==> src/sv/bba_pkg.sv <==
// ----------------------------------------------------------------------------
// bba_pkg
// Types and constants shared by the bitmap block allocator modules.
// ----------------------------------------------------------------------------
package bba_pkg;

  localparam int IDX_W    = 12;
  localparam int KIND_W   = 2;
  localparam int STATUS_W = 2;
  localparam int COUNT_W  = 13;
  localparam int BITSEL_W = 6;

  localparam logic [KIND_W-1:0] KIND_ALLOC = 2'd0;
  localparam logic [KIND_W-1:0] KIND_FREE  = 2'd1;
  localparam logic [KIND_W-1:0] KIND_MARK  = 2'd2;

  localparam logic [STATUS_W-1:0] STATUS_OK   = 2'd0;
  localparam logic [STATUS_W-1:0] STATUS_FULL = 2'd1;
  localparam logic [STATUS_W-1:0] STATUS_BAD  = 2'd2;

  typedef struct packed {
    logic [KIND_W-1:0] kind;
    logic [IDX_W-1:0]  block_index;
  } req_t;

  typedef struct packed {
    logic [IDX_W-1:0]    granted_index;
    logic [STATUS_W-1:0] status;
    logic [COUNT_W-1:0]  used_count;
  } rsp_t;

  // group and bit position of a block index, from the splitter
  typedef struct packed {
    logic                done;
    logic [IDX_W-1:0]    group;
    logic [BITSEL_W-1:0] bit_idx;
  } split_t;

  typedef enum logic [2:0] {
    ST_CLEAR,
    ST_IDLE,
    ST_SPLIT,
    ST_READ,
    ST_CHECK,
    ST_SCAN,
    ST_FIND,
    ST_RESP
  } state_t;

endpackage

==> src/sv/bba_split.sv <==
// ----------------------------------------------------------------------------
// bba_split
// Splits a block index into its group number and the bit inside the group,
// by reciprocal multiplication.
// ----------------------------------------------------------------------------
module bba_split #(
  parameter int GROUP_SIZE = 64
) (
  input  logic                  clk,
  input  logic                  rst,
  input  logic                  go,
  input  logic [bba_pkg::IDX_W-1:0] dividend,
  output bba_pkg::split_t       result
);
  import bba_pkg::*;

  // quotient is exact for every index of IDX_W bits and group sizes up to 64
  localparam int                 SHIFT   = IDX_W + 7;
  localparam int                 PROD_W  = IDX_W + SHIFT;
  localparam logic [SHIFT-1:0]   RECIP   =
      SHIFT'((2 ** SHIFT + GROUP_SIZE - 1) / GROUP_SIZE);
  localparam logic [IDX_W-1:0]   DIVISOR = IDX_W'(GROUP_SIZE);

  logic                stage1;
  logic                stage2;
  logic                done;
  logic [IDX_W-1:0]    num;
  logic [IDX_W-1:0]    quo;
  logic [BITSEL_W-1:0] rem;
  logic [PROD_W-1:0]   prod;
  logic [IDX_W-1:0]    back;

  assign prod = PROD_W'(num) * PROD_W'(RECIP);
  assign back = quo * DIVISOR;

  always_ff @(posedge clk) begin
    if (rst) begin
      stage1 <= 1'b0;
      stage2 <= 1'b0;
      done   <= 1'b0;
    end else begin
      stage1 <= go;
      stage2 <= stage1;
      done   <= stage2;
      if (go) begin
        num <= dividend;
      end
      if (stage1) begin
        quo <= prod[PROD_W-1:SHIFT];
      end
      // remainder from the registered quotient
      if (stage2) begin
        rem <= BITSEL_W'(num - back);
      end
    end
  end

  assign result.done    = done;
  assign result.group   = quo;
  assign result.bit_idx = rem;

endmodule

==> src/sv/bitmap_block_allocator_core.sv <==
// ----------------------------------------------------------------------------
// bitmap_block_allocator_core
// First-fit block allocator over a used-block bitmap held in a group memory,
// with a running count of blocks in use.
// ----------------------------------------------------------------------------
//  channel   signals               handshake
//  request   req (kind, index)     taken when start is high and busy is low
//  response  rsp (index, status,   valid for one cycle while done is high,
//            used_count)           always taken
//
//  after reset a clearing pass writes every group to zero with busy high.
//  allocate scans the groups from group 0 and takes the first free block, or
//  answers full when the map has none; one group is read per cycle from the
//  single read port. free and mark go through a group/bit split, then a read
//  of the group and a write back when the bit changes; a bad request goes
//  straight to the response.
//  one item at a time; the receiver cannot stall the response.
// ----------------------------------------------------------------------------
module bitmap_block_allocator_core #(
  parameter int NUM_BLOCKS = 4096,
  parameter int GROUP_SIZE = 64
) (
  input  logic          clk,
  input  logic          rst,
  input  logic          start,
  input  bba_pkg::req_t req,
  output logic          busy,
  output logic          done,
  output bba_pkg::rsp_t rsp
);
  import bba_pkg::*;

  localparam int NUM_GROUPS = (NUM_BLOCKS + GROUP_SIZE - 1) / GROUP_SIZE;
  localparam int GW         = (NUM_GROUPS > 1) ? $clog2(NUM_GROUPS) : 1;
  localparam int CW         = $clog2(NUM_BLOCKS + 1);
  localparam int BW         = $clog2(GROUP_SIZE);
  localparam int LAST_G     = NUM_GROUPS - 1;
  localparam int REM_BITS   = NUM_BLOCKS - LAST_G * GROUP_SIZE;
  localparam logic [GROUP_SIZE-1:0] LAST_MASK =
      {GROUP_SIZE{1'b1}} >> (GROUP_SIZE - REM_BITS);
  localparam logic [GW-1:0] LAST_ADDR = GW'(LAST_G);
  localparam logic [31:0]   NB32      = 32'(NUM_BLOCKS);

  state_t state, state_next;

  logic [GROUP_SIZE-1:0] mem [NUM_GROUPS];
  logic [GROUP_SIZE-1:0] rd_data;
  logic [GW-1:0]         rd_addr;
  logic                  wr_en;
  logic [GW-1:0]         wr_addr;
  logic [GROUP_SIZE-1:0] wr_data;

  req_t                  req_q;
  logic [CW-1:0]         cnt;
  logic [GW-1:0]         clr_grp;
  logic [GW-1:0]         issue_grp;
  logic                  issue_done;
  logic [GW-1:0]         chk_grp;
  logic                  chk_valid;
  logic [GROUP_SIZE-1:0] word;
  logic [GROUP_SIZE-1:0] freebits;
  logic [GW-1:0]         grp_q;
  logic [BW-1:0]         bit_q;
  rsp_t                  rsp_q;

  logic                  accept;
  logic                  in_range;
  logic                  go;
  split_t                split;
  logic [GROUP_SIZE-1:0] scan_free;
  logic                  hit;
  logic                  last_miss;
  logic [GROUP_SIZE-1:0] tgt_bit;
  logic                  used;
  logic                  upd_ok;
  logic [GROUP_SIZE-1:0] lowbit;
  logic [BW-1:0]         enc;
  logic [CW-1:0]         alloc_idx;

  bba_split #(
    .GROUP_SIZE(GROUP_SIZE)
  ) u_split (
    .clk     (clk),
    .rst     (rst),
    .go      (go),
    .dividend(req.block_index),
    .result  (split)
  );

  // group memory, one write and one registered read per cycle
  always_ff @(posedge clk) begin
    if (wr_en) begin
      mem[wr_addr] <= wr_data;
    end
    rd_data <= mem[rd_addr];
  end

  assign accept   = start && !busy;
  assign in_range = (32'(req.block_index) < NB32);
  assign go       = accept && (req.kind == KIND_FREE || req.kind == KIND_MARK) && in_range;

  assign scan_free = ~rd_data & ((chk_grp == LAST_ADDR) ? LAST_MASK : {GROUP_SIZE{1'b1}});
  assign hit       = chk_valid && (|scan_free);
  assign last_miss = chk_valid && !hit && (chk_grp == LAST_ADDR);

  assign tgt_bit = {{(GROUP_SIZE-1){1'b0}}, 1'b1} << bit_q;
  assign used    = |(rd_data & tgt_bit);
  assign upd_ok  = (req_q.kind == KIND_FREE) ? used : !used;

  // isolate the lowest free bit, then encode its position
  assign lowbit = freebits & (~freebits + 1'b1);
  always_comb begin
    enc = '0;
    for (int i = 0; i < GROUP_SIZE; i++) begin
      if (lowbit[i]) begin
        enc = enc | BW'(i);
      end
    end
  end
  assign alloc_idx = CW'(chk_grp) * CW'(GROUP_SIZE) + CW'(enc);

  // next state
  always_comb begin
    state_next = state;
    unique case (state)
      ST_CLEAR: begin
        if (clr_grp == LAST_ADDR) state_next = ST_IDLE;
      end
      ST_IDLE: begin
        if (start) begin
          if (req.kind == KIND_ALLOC) state_next = ST_SCAN;
          else if (go)                state_next = ST_SPLIT;
          else                        state_next = ST_RESP;
        end
      end
      ST_SPLIT: begin
        if (split.done) state_next = ST_READ;
      end
      ST_READ:  state_next = ST_CHECK;
      ST_CHECK: state_next = ST_RESP;
      ST_SCAN: begin
        if (hit)            state_next = ST_FIND;
        else if (last_miss) state_next = ST_RESP;
      end
      ST_FIND:  state_next = ST_RESP;
      ST_RESP:  state_next = ST_IDLE;
      default:  state_next = ST_IDLE;
    endcase
  end

  // memory port control
  always_comb begin
    rd_addr = grp_q;
    wr_en   = 1'b0;
    wr_addr = grp_q;
    wr_data = rd_data ^ tgt_bit;
    unique case (state)
      ST_CLEAR: begin
        wr_en   = 1'b1;
        wr_addr = clr_grp;
        wr_data = '0;
      end
      ST_SCAN: begin
        rd_addr = issue_grp;
      end
      ST_CHECK: begin
        wr_en = upd_ok;
      end
      ST_FIND: begin
        wr_en   = 1'b1;
        wr_addr = chk_grp;
        wr_data = word | lowbit;
      end
      default: begin
        wr_en = 1'b0;
      end
    endcase
  end

  always_ff @(posedge clk) begin
    if (rst) begin
      state      <= ST_CLEAR;
      clr_grp    <= '0;
      cnt        <= '0;
      chk_valid  <= 1'b0;
      issue_done <= 1'b0;
    end else begin
      state <= state_next;
      unique case (state)
        ST_CLEAR: begin
          clr_grp <= clr_grp + 1'b1;
        end
        ST_IDLE: begin
          if (start) begin
            req_q                   <= req;
            issue_grp               <= '0;
            issue_done              <= 1'b0;
            chk_valid               <= 1'b0;
            rsp_q.granted_index     <= req.block_index;
            rsp_q.status            <= STATUS_BAD;
            rsp_q.used_count        <= COUNT_W'(cnt);
          end
        end
        ST_SPLIT: begin
          grp_q <= GW'(split.group);
          bit_q <= BW'(split.bit_idx);
        end
        ST_CHECK: begin
          if (upd_ok) begin
            rsp_q.status <= STATUS_OK;
            if (req_q.kind == KIND_FREE) begin
              cnt              <= cnt - 1'b1;
              rsp_q.used_count <= COUNT_W'(cnt - 1'b1);
            end else begin
              cnt              <= cnt + 1'b1;
              rsp_q.used_count <= COUNT_W'(cnt + 1'b1);
            end
          end
        end
        ST_SCAN: begin
          // one group issued per cycle, checked on the next; a hit keeps its group
          if (!hit) begin
            chk_grp <= issue_grp;
          end
          chk_valid <= !issue_done;
          if (!issue_done) begin
            if (issue_grp == LAST_ADDR) issue_done <= 1'b1;
            else                        issue_grp  <= issue_grp + 1'b1;
          end
          if (hit) begin
            word     <= rd_data;
            freebits <= scan_free;
          end else if (last_miss) begin
            rsp_q.granted_index <= '0;
            rsp_q.status        <= STATUS_FULL;
          end
        end
        ST_FIND: begin
          cnt                 <= cnt + 1'b1;
          rsp_q.granted_index <= IDX_W'(alloc_idx);
          rsp_q.status        <= STATUS_OK;
          rsp_q.used_count    <= COUNT_W'(cnt + 1'b1);
        end
        default: begin
          chk_valid <= 1'b0;
        end
      endcase
    end
  end

  assign busy = (state != ST_IDLE);
  assign done = (state == ST_RESP);
  assign rsp  = rsp_q;

endmodule

==> config.mk <==
export PLATFORM = sky130hd
export DESIGN_NAME = bitmap_block_allocator_core
export DESIGN_NICKNAME = d
export VERILOG_FILES = /design/src/sv/bba_pkg.sv /design/src/sv/bba_split.sv /design/src/sv/bitmap_block_allocator_core.sv
export SDC_FILE = /design/constraint.sdc
export NUM_CORES = 2
export LEC_CHECK = 0
export BUFFER_PORTS_ARGS = -buffer_cell sky130_fd_sc_hd__buf_2
export CAP_MARGIN = 15
export CORE_MARGIN = 2
export CORE_UTILIZATION = 40
export CTS_CLUSTER_DIAMETER = 200
export DETAILED_ROUTE_END_ITERATION = 8
export HOLD_SLACK_MARGIN = 0.05
export PLACE_DENSITY_LB_ADDON = 0.12
export REMOVE_ABC_BUFFERS = 1
export SYNTH_ARGS = -nofsm -noshare
export SYNTH_HDL_FRONTEND = slang
export SYNTH_SLANG_ARGS = --single-unit
==> constraint.sdc <==
create_clock -name clk -period 16.4 [get_ports clk]
set_input_delay 2.46 -clock clk [delete_from_list [all_inputs] [get_ports clk]]
set_output_delay 2.46 -clock clk [all_outputs]
set_load 0.1 [all_outputs]
==> results.yml <==
grt:
  grt_max_degree: 135
  antenna_found_initial: 65
  grt_pass1_wl_um: 904000
  grt_pass1_vias: 106000
  gr-total-overflow: 0
  grt_usage_pct: 29.6
yosys:
  ys_seq_elements: 4392
  synth_top_area_share_pct: 74.3
  synthCells: 12000
  async_flop_share_pct: 0
  yosysSeqAreaShare_pct: 75.4
  yosys-top-cells-count: "edfxtp_1, nand2_1, nand3_1"
  syn-cell-area_mm2: 0.174
  ys_warn_count: 0
  syn_avg_cell_area_um2: 14.5
  synth.most_common_cell: "edfxtp_1"
  synth.area.top_cells: "edfxtp_1, nand2_1, mux2i_1"
  synth_cell_types: 75
  yosysTopAreaCell: "edfxtp_1"
  synth_edf_count: 4301
  synthFlopType: "edfxtp_1"
floorplanning:
  die_w_um: 663
  ios: 46
  fp.coreArea_mm2: 0.434
  die_area_mm2: 0.440
  start_util_pct: 40.1
  rows: 242
  fp.dieH_um: 663
drt:
  initialDrtViolationCount: 15700
  ant_nets: 0
  detail_route.wl_per_cell_um: 36.5
  vias: 112000
  vias_per_cell: 6.12
  routed_wl_um: 668000
  drt_first_pass_iters: 6
  drcViolationCount: 0
flow_run:
  drv_cap: 0
layout:
  regArea_mm2: 0.131
  final_cell_area_mm2: 0.198
  finalNonFillerCells: 18300
  final_nets: 12200
  drive_gt1_share_pct: 11.0
  fillers: 38100
  areaGrowthSynthToFinish_pct: 13.9
  final_util_pct: 45.7
  multi_input_area_mm2: 0.0408
cts:
  cts_root_buf: "clkbuf_16"
  cts_num_sinks: 4392
  clock_path_buffers: 4
  numCtsBuffers: 464
  cts_hold_buf: 0
  clkSlewWorstSetupHoldPaths_ps: 60
  cts_resized: 0
  clock_latency_ps: 1040
  cts_tree: "yes"
  h-tree-depth: 5
  cts_setup_buffers: 0
worst_setup_path:
  crit_start: "bit_q[4]"
  rrSetupSlack_ps: 8720
  crit_chain: "nor2b_1 > nand3_1 > nor2_1 > ha_1 > nor4_1 > nand4_1 > nor4_1 > buf_4 > xnor2_1 > a31oi_1 > nand2_1 > nor2_4 > buf_4 > buf_4"
  crit_top_cell: "buf_4"
  cp-start-kind: "flip-flop"
  arrival_ps: 8300
  critPathMaxFanout: 27
  cp.required_ps: 17020
  cp_slowest_cell: "edfxtp_1"
  slowest_delay_ps: 940
  r2r_start: "bit_q[4]"
  crit_family: "simple AND/OR/NAND/NOR gates"
  worst-path-buf-inv: 3
  cp-end-kind: "flip-flop"
  criticalPathCategory: "flip-flop to flip-flop"
placed_design:
  dpl_cell_area_mm2: 0.183
  post-dp-hpwl_um: 384000
  numPortBuffers: 45
  numPlacedInstances: 17400
  gp_congestion: 0.912
timing:
  finalHoldViolCount: 0
  setup_viol_count_final: 0
  slew_violations: 0
  skew_ps: 70.0
  finalCriticalPeriod_ps: 7680
  clock.fmax_mhz: 130
  slew_headroom_pct: 12.2
  tightest_slew_ps: 1320
  rsz0062_at_grt: "no"
  finalCritPeriodShare_pct: 46.9
power:
  power.leakage_nw: 66.3
  finalPower_mw: 22.8
  irDropWorstVdd_mv: 0.0897
  powerDensity_mw_per_mm2: 115
worst_hold_path:
  holdCritStartpoint: "u_split.num[9]"
  hp-class: "flip-flop to flip-flop"
status:
  status: "complete, no violations"
-- layout make-up --
type,count,share of cell area (%)
diodes,23,0.0291
flip-flops and latches,4392,66.2
repair buffers,448,1.85
multi-input cells,6769,20.6
clock inverters,282,1.40
inverters,83,0.157
well taps,5734,3.62
clock buffers,574,6.17
-- report_power, final --
part / switching, mW / internal [mW]
clock: 4.55 / 5.94
sequential: 0.0145 / 12.2
combinational: 0.112 / 0.0192
-- flip-flops by register name, summed over array words and instances, names as in the netlist, 12 cells and up --
signal,cells
cnt,13
freebits,64
mem,4096
rd_data,64
rsp,27
u_split.num,12
word,64
-- final timing paths --
check | end | depth (start not counted)
max | mem[47][14] | 14
min | u_split.quo[3] | 0
max reg2reg | mem[47][14] | 14
min reg2reg | u_split.quo[3] | 0
-- placed cells by master (no fill, tap or decap), types with 54 or more instances in the layout --
master	synthesis	routed
edfxtp_1	4301	4301
nand2_1	2383	2372
nand3_1	881	881
mux2i_1	774	769
a21oi_1	754	736
clkbuf_16	0	466
buf_4	19	371
nor2_1	254	170
o21ai_0	189	162
a31oi_1	155	150
o22ai_1	140	140
nand4_1	131	131
nor3_1	131	130
o221ai_1	125	125
a22oi_1	113	113
clkinv_1	0	102
clkinv_2	0	98
clkbuf_1	373	93
dfxtp_1	91	91
nor4_1	93	87
inv_1	83	83
nor2_4	0	82
mux4_2	78	78
ha_1	69	69
or4_1	59	59
o211ai_1	54	54
-- stage by stage --
stage	hold slack [ps]	worst slack, ps	TNS (ps)
6_report	418	8720	0
3_3_place_gp	409	8820	0
2_1_floorplan	400	-89450	-5269880
5_1_grt	424	8560	0
4_1_cts	419	8920	0
3_5_place_dp	405	8890	0
-- routing by layer --
metal / vias to the layer above / wire [µm] / global-route usage [%] / share of wire [%]
li1: 46100 / - / - / -
met1: 59000 / 276000 / 41.8 / 41
met2: 5995 / 306000 / 46.3 / 46
met3: 1014 / 59600 / 4.91 / 8.9
met4: 20 / 26100 / 10.4 / 3.9
met5: - / 136 / 0 / 0.020
-- kinds of logic (layout without fill, tap and decap cells) --
family | after synthesis | count (layout) | synth area share (%)
adders and majority gates | 69 | 69 | 0.497
AOI/OAI and AO/OA | 1738 | 1738 | 6.19
buffers and inverters | 829 | 1387 | 2.05
muxes | 859 | 859 | 5.52
DFF | 4392 | 4392 | 75.4
and+or+nand+nor | 4080 | 4080 | 10.3
other | 0 | 23 | 0
xor gates and xnor gates | 23 | 23 | 0.116
Note: power is estimated with default switching activity, not from simulation.
